`src/design/cfir_pkg.sv`:
```
// Shared types and constants of the causal FIR filter.
// No dependencies; every other file of the block refers to this package.
package cfir_pkg;

   localparam int VALUE_W       = 16;
   localparam int PROD_W        = 32;
   localparam int ACC_W         = 40;
   localparam int TAP_INDEX_W   = 4;
   localparam int TAP_COUNT_W   = 5;
   localparam int PADDR_W       = 3;
   localparam int PDATA_W       = 32;

   localparam logic [TAP_COUNT_W-1:0] TAP_COUNT_RESET = 5'd16;

   // Register word index, taken from paddr[2].
   localparam logic REG_TAP_COUNT = 1'b0;

   // Item kinds on the request channel.
   localparam logic ACTION_LOAD   = 1'b0;
   localparam logic ACTION_SAMPLE = 1'b1;

   // Control that travels with each operand pair into the multiply-accumulate unit.
   typedef struct packed {
      logic vld;
      logic first;
      logic last_tap;
   } mac_ctrl_type;

   typedef struct packed {
      logic                     done;
      logic signed [ACC_W-1:0]  acc;
   } mac_out_type;

endpackage

```
`src/design/cfir_req_if.sv`:
```
// Request channel of the causal FIR filter: tap loads and samples.
// Depends on cfir_pkg for field widths.
interface cfir_req_if;
   logic                                 valid;
   logic                                 ready;
   logic                                 action;
   logic [cfir_pkg::TAP_INDEX_W-1:0]     tap_index;
   logic signed [cfir_pkg::VALUE_W-1:0]  value;
   logic                                 last;

   modport source (output valid, action, tap_index, value, last, input ready);
   modport sink   (input valid, action, tap_index, value, last, output ready);
endinterface

```
`src/design/cfir_rsp_if.sv`:
```
// Response channel of the causal FIR filter: one filtered output per sample.
// Depends on cfir_pkg for field widths.
interface cfir_rsp_if;
   logic                               valid;
   logic                               ready;
   logic signed [cfir_pkg::ACC_W-1:0]  filtered;
   logic                               frame_end;

   modport source (output valid, filtered, frame_end, input ready);
   modport sink   (input valid, filtered, frame_end, output ready);
endinterface

```
`src/design/cfir_mac.sv`:
```
// Shared multiply-accumulate unit of the causal FIR filter.
// Depends on cfir_pkg for the control and result structs.
module cfir_mac (
   input  logic                                 clock,
   input  logic                                 reset,
   input  cfir_pkg::mac_ctrl_type               ctrl,
   input  logic signed [cfir_pkg::VALUE_W-1:0]  a,
   input  logic signed [cfir_pkg::VALUE_W-1:0]  b,
   output cfir_pkg::mac_out_type                result
);

   cfir_pkg::mac_ctrl_type                 p_ctrl_ff;
   logic signed [cfir_pkg::PROD_W-1:0]     prod_ff;
   logic signed [cfir_pkg::ACC_W-1:0]      acc_ff;
   logic signed [cfir_pkg::ACC_W-1:0]      acc_in;
   logic                                   done_ff;

   // The first product of an item starts a fresh sum.
   always_comb begin
      acc_in = (p_ctrl_ff.first ? '0 : acc_ff)
               + {{(cfir_pkg::ACC_W - cfir_pkg::PROD_W){prod_ff[cfir_pkg::PROD_W-1]}}, prod_ff};
   end

   always_ff @(posedge clock) begin
      if (reset) begin
         p_ctrl_ff <= '0;
         done_ff   <= 1'b0;
      end else begin
         p_ctrl_ff <= ctrl;
         done_ff   <= p_ctrl_ff.vld && p_ctrl_ff.last_tap;
      end
      prod_ff <= a * b;
      if (p_ctrl_ff.vld) begin
         acc_ff <= acc_in;
      end
   end

   assign result.done = done_ff;
   assign result.acc  = acc_ff;

endmodule

```
`src/design/causal_fir_filter.sv`:
```
// Causal direct-form FIR filter over framed Q1.15 samples.
// Depends on cfir_pkg, cfir_req_if, cfir_rsp_if and cfir_mac.

// A load transfer (action 0) writes one Q1.15 coefficient into the tap store and
// produces no response; a load to a tap index at or beyond MAX_TAPS
// is dropped. A sample transfer (action 1) produces one response: the exact Q10.30
// sum over taps 0 to n-1 of coefficient k times the sample k positions earlier in the
// current frame, where n is tap_count clamped to the range 1 to MAX_TAPS, and samples
// from before the frame start count as zero. After a sample transfer the request side
// stays not ready until the sequencer returns to IDLE, so no new sample is taken before
// the last one is through: one shared multiplier and accumulator handles one tap per
// cycle in RUN, then the operand-fetch stage, the registered product, the accumulator
// and the done flag follow, and FLUSH loads the output register. The response becomes
// valid when FLUSH finds the output register free; otherwise the sequencer waits
// until it is. A finished response waits in the output register, and the next transfer
// is taken meanwhile. The sample history is a circular buffer with a fill count, so
// the end of a frame (a sample marked last) empties it at once without a clearing
// pass. The coefficient store has one valid bit per tap, so after reset every tap
// reads as zero until it is loaded. tap_count lives at byte address 0 of the
// APB-style port and resets to 16; it must only be written while the filter is idle.
module causal_fir_filter #(
   parameter int MAX_TAPS = 16
) (
   input  logic                              clock,
   input  logic                              reset,
   cfir_req_if.sink                          req_ch,
   cfir_rsp_if.source                        rsp_ch,
   input  logic                              psel,
   input  logic                              penable,
   input  logic                              pwrite,
   input  logic [cfir_pkg::PADDR_W-1:0]      paddr,
   input  logic [cfir_pkg::PDATA_W-1:0]      pwdata,
   output logic [cfir_pkg::PDATA_W-1:0]      prdata,
   output logic                              pready
);

   // Tap counter width, history depth and the widths that follow from them.
   localparam int TAP_W      = (MAX_TAPS > 1) ? $clog2(MAX_TAPS) : 1;
   localparam int HIST_DEPTH = (MAX_TAPS > 1) ? MAX_TAPS - 1 : 1;
   localparam int HIST_W     = (HIST_DEPTH > 1) ? $clog2(HIST_DEPTH) : 1;
   localparam int FILL_W     = $clog2(HIST_DEPTH + 1);

   typedef enum logic [1:0] {IDLE, RUN, DRAIN, FLUSH} state_type;

   state_type                               state_ff;

   logic [cfir_pkg::TAP_COUNT_W-1:0]        tap_count_ff;

   // Coefficient store and its valid bits.
   logic signed [cfir_pkg::VALUE_W-1:0]     coef_mem [MAX_TAPS];
   logic [MAX_TAPS-1:0]                     coef_vld_ff;
   logic signed [cfir_pkg::VALUE_W-1:0]     coef_rd_ff;
   logic                                    coef_vld_rd_ff;

   // Sample history: circular buffer, newest entry just below the write pointer.
   logic signed [cfir_pkg::VALUE_W-1:0]     hist_mem [HIST_DEPTH];
   logic signed [cfir_pkg::VALUE_W-1:0]     hist_rd_ff;
   logic [HIST_W-1:0]                       wp_ff;
   logic [HIST_W-1:0]                       rp_ff;
   logic [FILL_W-1:0]                       fill_ff;

   // Item in progress.
   logic signed [cfir_pkg::VALUE_W-1:0]     sample_ff;
   logic                                    last_ff;
   logic [TAP_W-1:0]                        k_ff;
   logic [TAP_W-1:0]                        last_k_ff;
   logic [TAP_W-1:0]                        last_k_in;

   // Operand-fetch stage that pairs with the registered memory reads.
   cfir_pkg::mac_ctrl_type                  s1_ctrl_ff;
   logic                                    s1_tap0_ff;
   logic                                    s1_hist_ok_ff;
   logic signed [cfir_pkg::VALUE_W-1:0]     mac_a;
   logic signed [cfir_pkg::VALUE_W-1:0]     mac_b;
   cfir_pkg::mac_out_type                   mac_out;

   // Response register.
   logic                                    rsp_valid_ff;
   logic signed [cfir_pkg::ACC_W-1:0]       rsp_filtered_ff;
   logic                                    rsp_frame_end_ff;

   logic                                    req_take;
   logic                                    coef_we;
   logic [TAP_W-1:0]                        coef_waddr;
   logic                                    hist_we;
   logic                                    out_free;
   logic                                    csr_write;

   // Configuration port. Writes complete in the access phase; pready never drops.
   assign pready    = 1'b1;
   assign csr_write = psel && penable && pwrite && pready;
   assign prdata    = (paddr[2] == cfir_pkg::REG_TAP_COUNT)
                      ? cfir_pkg::PDATA_W'(tap_count_ff) : '0;

   always_ff @(posedge clock) begin
      if (reset) begin
         tap_count_ff <= cfir_pkg::TAP_COUNT_RESET;
      end else if (csr_write && paddr[2] == cfir_pkg::REG_TAP_COUNT) begin
         tap_count_ff <= pwdata[cfir_pkg::TAP_COUNT_W-1:0];
      end
   end

   // Index of the final tap: tap_count clamped to 1..MAX_TAPS, minus one.
   always_comb begin
      if (tap_count_ff == '0) begin
         last_k_in = '0;
      end else if (int'(tap_count_ff) >= MAX_TAPS) begin
         last_k_in = TAP_W'(MAX_TAPS - 1);
      end else begin
         last_k_in = TAP_W'(tap_count_ff - 1'b1);
      end
   end

   // The request side is open only between items.
   assign req_ch.ready = (state_ff == IDLE);
   assign req_take     = req_ch.valid && req_ch.ready;

   assign coef_we    = req_take && (req_ch.action == cfir_pkg::ACTION_LOAD)
                       && (int'(req_ch.tap_index) < MAX_TAPS);
   assign coef_waddr = TAP_W'(req_ch.tap_index);

   always_ff @(posedge clock) begin
      if (coef_we) begin
         coef_mem[coef_waddr] <= req_ch.value;
      end
      coef_rd_ff <= coef_mem[k_ff];
   end

   always_ff @(posedge clock) begin
      if (reset) begin
         coef_vld_ff <= '0;
      end else if (coef_we) begin
         coef_vld_ff[coef_waddr] <= 1'b1;
      end
      coef_vld_rd_ff <= coef_vld_ff[k_ff];
   end

   // The response register frees up in the cycle its transfer completes.
   assign out_free = !rsp_valid_ff || rsp_ch.ready;

   // A finished sample enters the history unless it closes the frame.
   assign hist_we = (state_ff == FLUSH) && out_free && !last_ff;

   always_ff @(posedge clock) begin
      if (hist_we) begin
         hist_mem[wp_ff] <= sample_ff;
      end
      hist_rd_ff <= hist_mem[rp_ff];
   end

   // Sequencer: one tap per cycle in RUN, then wait for the pipeline to empty and
   // for the response register to be free.
   always_ff @(posedge clock) begin
      if (reset) begin
         state_ff     <= IDLE;
         rsp_valid_ff <= 1'b0;
         wp_ff        <= '0;
         fill_ff      <= '0;
         s1_ctrl_ff   <= '0;
      end else begin
         // A new response loads in FLUSH; otherwise a completed transfer empties it.
         if (state_ff == FLUSH && out_free) begin
            rsp_valid_ff <= 1'b1;
         end else if (rsp_ch.ready) begin
            rsp_valid_ff <= 1'b0;
         end
         s1_ctrl_ff.vld <= (state_ff == RUN);

         unique case (state_ff)
            IDLE: begin
               if (req_take && req_ch.action == cfir_pkg::ACTION_SAMPLE) begin
                  sample_ff <= req_ch.value;
                  last_ff   <= req_ch.last;
                  last_k_ff <= last_k_in;
                  k_ff      <= '0;
                  rp_ff     <= (wp_ff == '0) ? HIST_W'(HIST_DEPTH - 1) : wp_ff - 1'b1;
                  state_ff  <= RUN;
               end
            end
            RUN: begin
               s1_ctrl_ff.first    <= (k_ff == '0);
               s1_ctrl_ff.last_tap <= (k_ff == last_k_ff);
               s1_tap0_ff          <= (k_ff == '0);
               s1_hist_ok_ff       <= (int'(k_ff) <= int'(fill_ff));
               // Tap 0 uses the present sample, so the history walk starts at tap 1.
               if (k_ff != '0) begin
                  rp_ff <= (rp_ff == '0) ? HIST_W'(HIST_DEPTH - 1) : rp_ff - 1'b1;
               end
               if (k_ff == last_k_ff) begin
                  state_ff <= DRAIN;
               end else begin
                  k_ff <= k_ff + 1'b1;
               end
            end
            DRAIN: begin
               if (mac_out.done) begin
                  state_ff <= FLUSH;
               end
            end
            FLUSH: begin
               if (out_free) begin
                  rsp_filtered_ff  <= mac_out.acc;
                  rsp_frame_end_ff <= last_ff;
                  if (last_ff) begin
                     fill_ff <= '0;
                  end else begin
                     wp_ff <= (wp_ff == HIST_W'(HIST_DEPTH - 1)) ? '0 : wp_ff + 1'b1;
                     if (fill_ff != FILL_W'(HIST_DEPTH)) begin
                        fill_ff <= fill_ff + 1'b1;
                     end
                  end
                  state_ff <= IDLE;
               end
            end
            default: begin
               state_ff <= IDLE;
            end
         endcase
      end
   end

   // Unloaded taps and history positions before the frame start read as zero.
   assign mac_a = coef_vld_rd_ff ? coef_rd_ff : '0;
   assign mac_b = s1_tap0_ff ? sample_ff : (s1_hist_ok_ff ? hist_rd_ff : '0);

   cfir_mac u_mac (
      .clock  (clock),
      .reset  (reset),
      .ctrl   (s1_ctrl_ff),
      .a      (mac_a),
      .b      (mac_b),
      .result (mac_out)
   );

   assign rsp_ch.valid     = rsp_valid_ff;
   assign rsp_ch.filtered  = rsp_filtered_ff;
   assign rsp_ch.frame_end = rsp_frame_end_ff;

endmodule
```
`src/flat_wrapper.sv`:
```
// flat-port wrapper written by rule: the top's interface ports become plain ports
module causal_fir_filter_flat 
#(
   parameter int MAX_TAPS = 16
)
  (clock, reset, psel, penable, pwrite, paddr, pwdata, prdata, pready, req_ch_valid, req_ch_action, req_ch_tap_index, req_ch_value, req_ch_last, req_ch_ready, rsp_ch_valid, rsp_ch_filtered, rsp_ch_frame_end, rsp_ch_ready);
  cfir_req_if req_ch_i ();
  cfir_rsp_if rsp_ch_i ();
  input  logic clock;
  input  logic reset;
  input  logic psel;
  input  logic penable;
  input  logic pwrite;
  input  logic [cfir_pkg::PADDR_W-1:0] paddr;
  input  logic [cfir_pkg::PDATA_W-1:0] pwdata;
  output logic [cfir_pkg::PDATA_W-1:0] prdata;
  output logic pready;
  input wire logic [$bits(req_ch_i.valid)-1:0] req_ch_valid;
  input wire logic [$bits(req_ch_i.action)-1:0] req_ch_action;
  input wire logic [$bits(req_ch_i.tap_index)-1:0] req_ch_tap_index;
  input wire logic [$bits(req_ch_i.value)-1:0] req_ch_value;
  input wire logic [$bits(req_ch_i.last)-1:0] req_ch_last;
  output wire logic [$bits(req_ch_i.ready)-1:0] req_ch_ready;
  output wire logic [$bits(rsp_ch_i.valid)-1:0] rsp_ch_valid;
  output wire logic [$bits(rsp_ch_i.filtered)-1:0] rsp_ch_filtered;
  output wire logic [$bits(rsp_ch_i.frame_end)-1:0] rsp_ch_frame_end;
  input wire logic [$bits(rsp_ch_i.ready)-1:0] rsp_ch_ready;
  assign req_ch_i.valid = req_ch_valid;
  assign req_ch_i.action = req_ch_action;
  assign req_ch_i.tap_index = req_ch_tap_index;
  assign req_ch_i.value = req_ch_value;
  assign req_ch_i.last = req_ch_last;
  assign req_ch_ready = req_ch_i.ready;
  assign rsp_ch_valid = rsp_ch_i.valid;
  assign rsp_ch_filtered = rsp_ch_i.filtered;
  assign rsp_ch_frame_end = rsp_ch_i.frame_end;
  assign rsp_ch_i.ready = rsp_ch_ready;
  causal_fir_filter #(.MAX_TAPS(MAX_TAPS)) u_core (.clock(clock), .reset(reset), .req_ch(req_ch_i), .rsp_ch(rsp_ch_i), .psel(psel), .penable(penable), .pwrite(pwrite), .paddr(paddr), .pwdata(pwdata), .prdata(prdata), .pready(pready));
endmodule
```
`config.mk`:
```
export PLATFORM = sky130hd
export DESIGN_NAME = causal_fir_filter_flat
export DESIGN_NICKNAME = d
export VERILOG_FILES = /design/src/design/cfir_pkg.sv /design/src/design/cfir_req_if.sv /design/src/design/cfir_rsp_if.sv /design/src/design/cfir_mac.sv /design/src/design/causal_fir_filter.sv /design/src/flat_wrapper.sv
export SDC_FILE = /design/constraint.sdc
export NUM_CORES = 2
export LEC_CHECK = 0
export ABC_CLOCK_PERIOD_IN_PS = 19400
export BUFFER_PORTS_ARGS = -buffer_cell sky130_fd_sc_hd__buf_4
export CAP_MARGIN = 5
export CORE_MARGIN = 2
export CORE_UTILIZATION = 45
export CTS_BUF_LIST = sky130_fd_sc_hd__clkbuf_16
export DETAILED_ROUTE_END_ITERATION = 12
export PLACE_DENSITY_LB_ADDON = 0.3
export SYNTH_ARGS = -nofsm -noshare
export SYNTH_HDL_FRONTEND = slang
export SYNTH_SLANG_ARGS = --single-unit
export TNS_END_PERCENT = 30
```
`constraint.sdc`:
```
create_clock -name clock -period 19.4 [get_ports clock]
set_input_delay 0 -clock clock [delete_from_list [all_inputs] [get_ports clock]]
set_output_delay 0 -clock clock [all_outputs]
set_load 0.02 [all_outputs]
```
; Word level (Yosys, flattened, before mapping)
; Memory sizes are Yosys's and may differ from the RTL's. A register that Yosys moved wholly into a read port is not among the register bits.
; Cells that the tools add are included.
[word_totals]
memories = 2
word_cells = 119
ff_bits = 184
ram_bits = 496
[classes]
magnitude_cmp = 5
mul = 1
bitwise = 5
reduce_logical = 30
n_mux = 32
n_addsub = 7
n_eq_ne = 12
[mem_list]
columns = name, depth, word_bits, rd, rd_clocked_by_memory_dff, wr, line_no
row1 = u_core.coef_mem, 16, 16, 1, 1, 1, causal_fir_filter.sv:50  ; logic signed [cfir_pkg::VALUE_W-1:0] coef_mem [MAX_TAPS];
row2 = u_core.hist_mem, 15, 16, 1, 1, 1, causal_fir_filter.sv:56  ; logic signed [cfir_pkg::VALUE_W-1:0] hist_mem [HIST_DEPTH];
[ops]
columns = cell, n
row1 = $mux 16, 3
row2 = $add 40x40->40, 1
row3 = $mux 4, 10
row4 = $mux 40, 1
row5 = $mul 16x16->32, 1
row6 = $or 16x16->16, 1
row7 = $pmux 4 s2, 2
row8 = $add 4x1->4 const B, 3
row9 = $logic_not 4->1, 3
row10 = $reduce_and 3->1, 4
row11 = $reduce_and 4->1, 3
row12 = $sub 4x1->4 const B, 3
row13 = $logic_and 1x1->1, 10
row14 = $lt 4x5->1 const B, 2
row15 = $ne 2x2->1 const B, 5
row16 = $mux 1, 8
row17 = $mux 2, 4
row18 = $pmux 2 s4, 1
row19 = $reduce_bool 2->1, 3
row20 = $ge 5x5->1 const B, 1
row21 = $logic_not 5->1, 1
row22 = $mux 5, 1
row23 = $bmux 1 s4, 1
row24 = $demux 1 s4, 1
row25 = 14 further kinds, 19

; Depth between registers and ports, before layout
[logic_depth]
word_depth = 6
depth_mapped = 29
mapped_depth_nobuf = 25

; By module
; Synthesis repeated with hierarchy kept, for this count alone.
[hier_totals]
hier_cells = 2687
hier_area_um2 = 38378.1
[by_module_without_submodules]
columns = mod, n_inst, cells_per_inst, seq_area_each_um2, area_per_inst_um2
row1 = causal_fir_filter, 1, 1227, 18417.7, 24440.9
row2 = cfir_mac, 1, 1460, 1921.8, 13937.1

; Worst setup path before layout
; No wires, ideal clock.
[synth_path]
path_kind = flip-flop to flip-flop
from = register u_core.s1_tap0_ff
to = register u_core.u_mac.prod_ff[30] (netlist bit)
path_stages_with_launch = 29
required_ps = 19328
synth_period_minus_slack_ps = 6838
arrival_time_ps = 6765
setup_ps = 72
setup_slack_ps = 12562
path_cell_list = edfxtp_1 > clkbuf_1 > nor2b_1 > clkbuf_1 > clkbuf_1 > a22o_1 > clkbuf_1 > nand2_1 > fa_1 > inv_1 > fa_1 > inv_1 > fa_1 > inv_1 > fa_1 > fa_1 > inv_1 > fa_1 > inv_1 > ha_1 > a21o_1 > a211oi_1 > o21ai_1 > a31o_2 > a31oi_1 > o21a_1 > o21ai_1 > a21oi_1 > xnor2_1
[synth_via]
elab_chain_cells = 2
[synth_lines]
columns = element, line_no
row1 = "start, declared", causal_fir_filter.sv:71  ; logic s1_tap0_ff;
row2 = "start signal, assigned", causal_fir_filter.sv:183  ; s1_tap0_ff <= (k_ff == '0);
row3 = $mux 16, causal_fir_filter.sv:224  ; assign mac_b = s1_tap0_ff ? sample_ff : (s1_hist_ok_ff ? hist_rd_ff : '0);
row4 = $mul 16x16->32, cfir_mac.sv:32  ; prod_ff <= a * b;
row5 = "end signal, assigned", cfir_mac.sv:32
row6 = "end, declared", cfir_mac.sv:13  ; logic signed [cfir_pkg::PROD_W-1:0] prod_ff;
; No other way between the ends.
; A chain may end at the register's enable or synchronous reset.

; Worst setup path after layout
; Same ends and word-level chain as after synthesis.

==> run summary <==
Outcome - finished clean
Peak supply drop - 0.0000759 V
GRT Total Usage - 19.7%
Core area - 83700 µm²
CTS tree - yes
DR pass1 iterations - 5
Post-synth top cells - edfxtp_1 (608), inv_1 (335), fa_1 (263)
Most area-hungry cell type in the Yosys netlist - edfxtp_1
Share of the synthesized area in the top cell type - 48.0%
Gpl congestion - 0.907
Post-CTS Resized - 0
Max cap viols - 0
Final Max Slew Viols - 0
Initial core utilization - 45.5%
CP endpoint kind - register
Critical Path Source - u_core.s1_tap0_ff$_DFFE_PP_
IO Pins - 140
Cell count after synthesis - 2715
Row Count - 106
Reg-to-reg endpoint - u_core.u_mac.prod_ff[30]$_DFF_P_
Post-synthesis sequential area ratio - 53.4%
CTS buffer count - 75
Final WL - 82900 µm
Sequential Power Share - 45.6%
Initial DRC Count - 1809
First-pass GRT wire length - 131000 µm
Startpoint types - register
Flops & latches, synth - 712
Area added between synthesis and finish - 12.0%
Clk network pwr share - 33.4%
Die height - 295 µm
Max Buffers Root-to-Sink - 3
Initial antenna violation count - 1
Switching power total - 1.13 mW
Min Tclk post-route - 8290 ps
Reg2reg start - u_core.s1_tap0_ff$_DFFE_PP_
Count of different cell masters after synthesis - 71
Clk sink count - 712
Port Buffers - 82
Tcrit/Tclk final - 42.7%
CP max FO - 28
Number of instances in the placed design - 3870
Vias/cell - 5.34
Die Area - 86900 µm²
Setup TNS - 0 ps
Achievable frequency - 121 MHz
Slowest stage delay, CP - 1110 ps
Number of global-route vias before repair - 22900
Pwr Total - 3.98 mW
Grt ovf - 0
Postcts setup bufs - 0
Async SR Flop Fraction - 0%
Internal - 2.85 mW
Routed len/inst - 20.5 µm
WP data required - 19930 ps
Die width - 295 µm
Most frequent cell after synthesis - edfxtp_1
Pwr/cell area - 93.3 nW/µm²
WP data arrival - 8830 ps
Hold Fails Final Rpt - 0
Worst-case reg-to-reg path depth - 25
Reg2reg setup slack - 11110 ps
Relative slew margins - 2.20%
Mapped Area - 38100 µm²
Post-synth EDFFs - 608
DP HPWL - 56200 µm
Pin count of the biggest net entering global routing - 83
Worst-Skew Late Latency - 640 ps
Average size of a mapped cell - 14.0 µm²
Dominant synthesized flop cell - edfxtp_1
Finish-stage setup viols - 0
Min-delay worst type - primary input to register
CP Class - register to register
Vias - 21600
Worst path slowest cell - a22oi_1
Detail Route Antenna Nets - 0
Critical Path Sink - u_core.u_mac.prod_ff[30]$_DFF_P_
Yosys warns - 0
Final Core Density - 50.9%
Final #Nets - 3319
Setup Skew - 32.6 ps
CTS H-Tree Depth - 3
Area contributors post-synth - edfxtp_1 (48%), fa_1 (14%), mux4_2 (8.8%)
RSZ-0062 raised after global routing - false
Cell Count, Final, Fillers Out - 4048
Logic pwr share - 20.9%
P_leak - 16.5 nW
Clock transition at path regs - 60 ps
Worst-Margin Slew - 1470 ps
Switching Share - 28.4%
Post-route DRC - 0
Root buf cell - clkbuf_16
Crit-path most repeated cell - fa_1
Share of layout cells above drive strength 1 - 13.6%
[stage by stage]
stage / hold slack (ps) / cell area (µm²) / setup WS (ps)
after global placement: 183 / 39900 / 11330
after CTS: 5.47 / 42600 / 11230
after detailed placement: 181 / 39900 / 11280
final: 23.5 / 42600 / 11110
after floorplan: 74.9 / 38200 / 12560
after global routing: 52.5 / 42600 / 10710
[sequential cells by signal, indices dropped and copies added (netlist names), 5 cells and up]
signal / flops
u_core.coef_mem: 256
u_core.coef_rd_ff: 16
u_core.coef_vld_ff: 16
u_core.hist_mem: 240
u_core.hist_rd_ff: 16
u_core.rsp_ch.filtered: 40
u_core.sample_ff: 16
u_core.tap_count_ff: 5
u_core.u_mac.acc_ff: 40
u_core.u_mac.prod_ff: 32
[cell families (layout without fill, tap and decap cells)]
group / after synthesis / count (layout) / synth area share [%]
adder cells (fa/ha/maj): 402 / 402 / 18.4
AO/OA/AOI/OAI: 265 / 265 / 4.70
other: 2 / 30 / 0.0197
flip-flops: 712 / 712 / 53.4
buffers and inverters: 464 / 635 / 4.89
multiplexers: 174 / 174 / 9.47
AND/OR/NAND/NOR: 617 / 617 / 7.27
XOR/XNOR: 79 / 79 / 1.82
[per-layer routing]
layer	GRT usage [%]	vias up	routed length, µm
li1	-	9721	-
met1	27.0	11000	35500
met2	32.8	691	40400
met3	3.04	147	4860
met4	5.35	0	2100
met5	0	-	0
[cells in the final DEF, fill, tap and decap left out, types with 5 or more instances in the layout]
master and n:
and2_1 30, a31oi_1 12, xnor2_1 58, nor2_1 238
mux4_2 149, edfxtp_1 608, or3_1 5, fa_1 263
ha_1 139, dlygate4sd3_1 40, nor3_1 22, buf_4 123
o21ai_0 50, clkinv_1 20, nand2_1 187, clkbuf_16 76
mux2i_1 25, clkinv_2 14, a211oi_1 12, xor2_1 21
a22o_1 10, nand3_1 17, o21a_1 8, nor2b_1 56
dfxtp_1 103, a21oi_1 69, inv_1 348, o21ai_1 12
conb_1 28, o21bai_1 10, nor3_2 6, and3_1 15
a21o_1 28, o211ai_1 5, nand2b_1 26, a22oi_1 14
[repair_timing]
item,CTS,global route
endpoints found under the hold margin,379,0
setup endpoints to repair,0,0
hold buffers,40,0
[power groups by stage]
stage               clock [mW]  sequential, mW  combinational (mW)
floorplan                    0            1.83               0.621
detailed placement           0            1.85               0.826
global route              1.42            1.82               0.919
CTS                       1.36            1.81               0.836
finish                    1.33            1.81               0.833
global placement             0            1.84               0.804
[worst min-delay path by stage]
| stage | startpoint | end | slack [ps] | depth (start not counted) |
|---|---|---|---|---|
| floorplan | paddr[2] | prdata[0] | 70 | 1 |
| global placement | req_ch_last | u_core.last_ff$_DFFE_PP_ | 180 | 1 |
| detailed placement | req_ch_last | u_core.last_ff$_DFFE_PP_ | 180 | 1 |
| CTS | req_ch_valid | u_core.state_ff[0]$_SDFFE_PP0P_ | 5 | 5 |
| global route | req_ch_valid | u_core.state_ff[0]$_SDFFE_PP0P_ | 50 | 5 |
| finish | req_ch_valid | u_core.state_ff[0]$_SDFFE_PP0P_ | 20 | 5 |
[layout make-up]
cell class              instances  area [µm²]
diodes                          2        5.00
flip-flops and latches        712       20300
well taps                    1134        1420
inverters                     336        1260
repair buffers                163        1320
clock buffers                  76        1900
multi-input cells            1565       16000
clock inverters                60         385
fillers                      6983       41100
[worst max-delay path: cells and delay by family, from the launching register on]
kind | cells | cell delay [ps]
fa+ha+maj | 7 | 3280
buf+inv | 6 | 1170
simple gates | 2 | 280
compound gates | 9 | 2950
flops | 1 | 320
xor+xnor | 1 | 160
(Power assumes the default switching activity.)
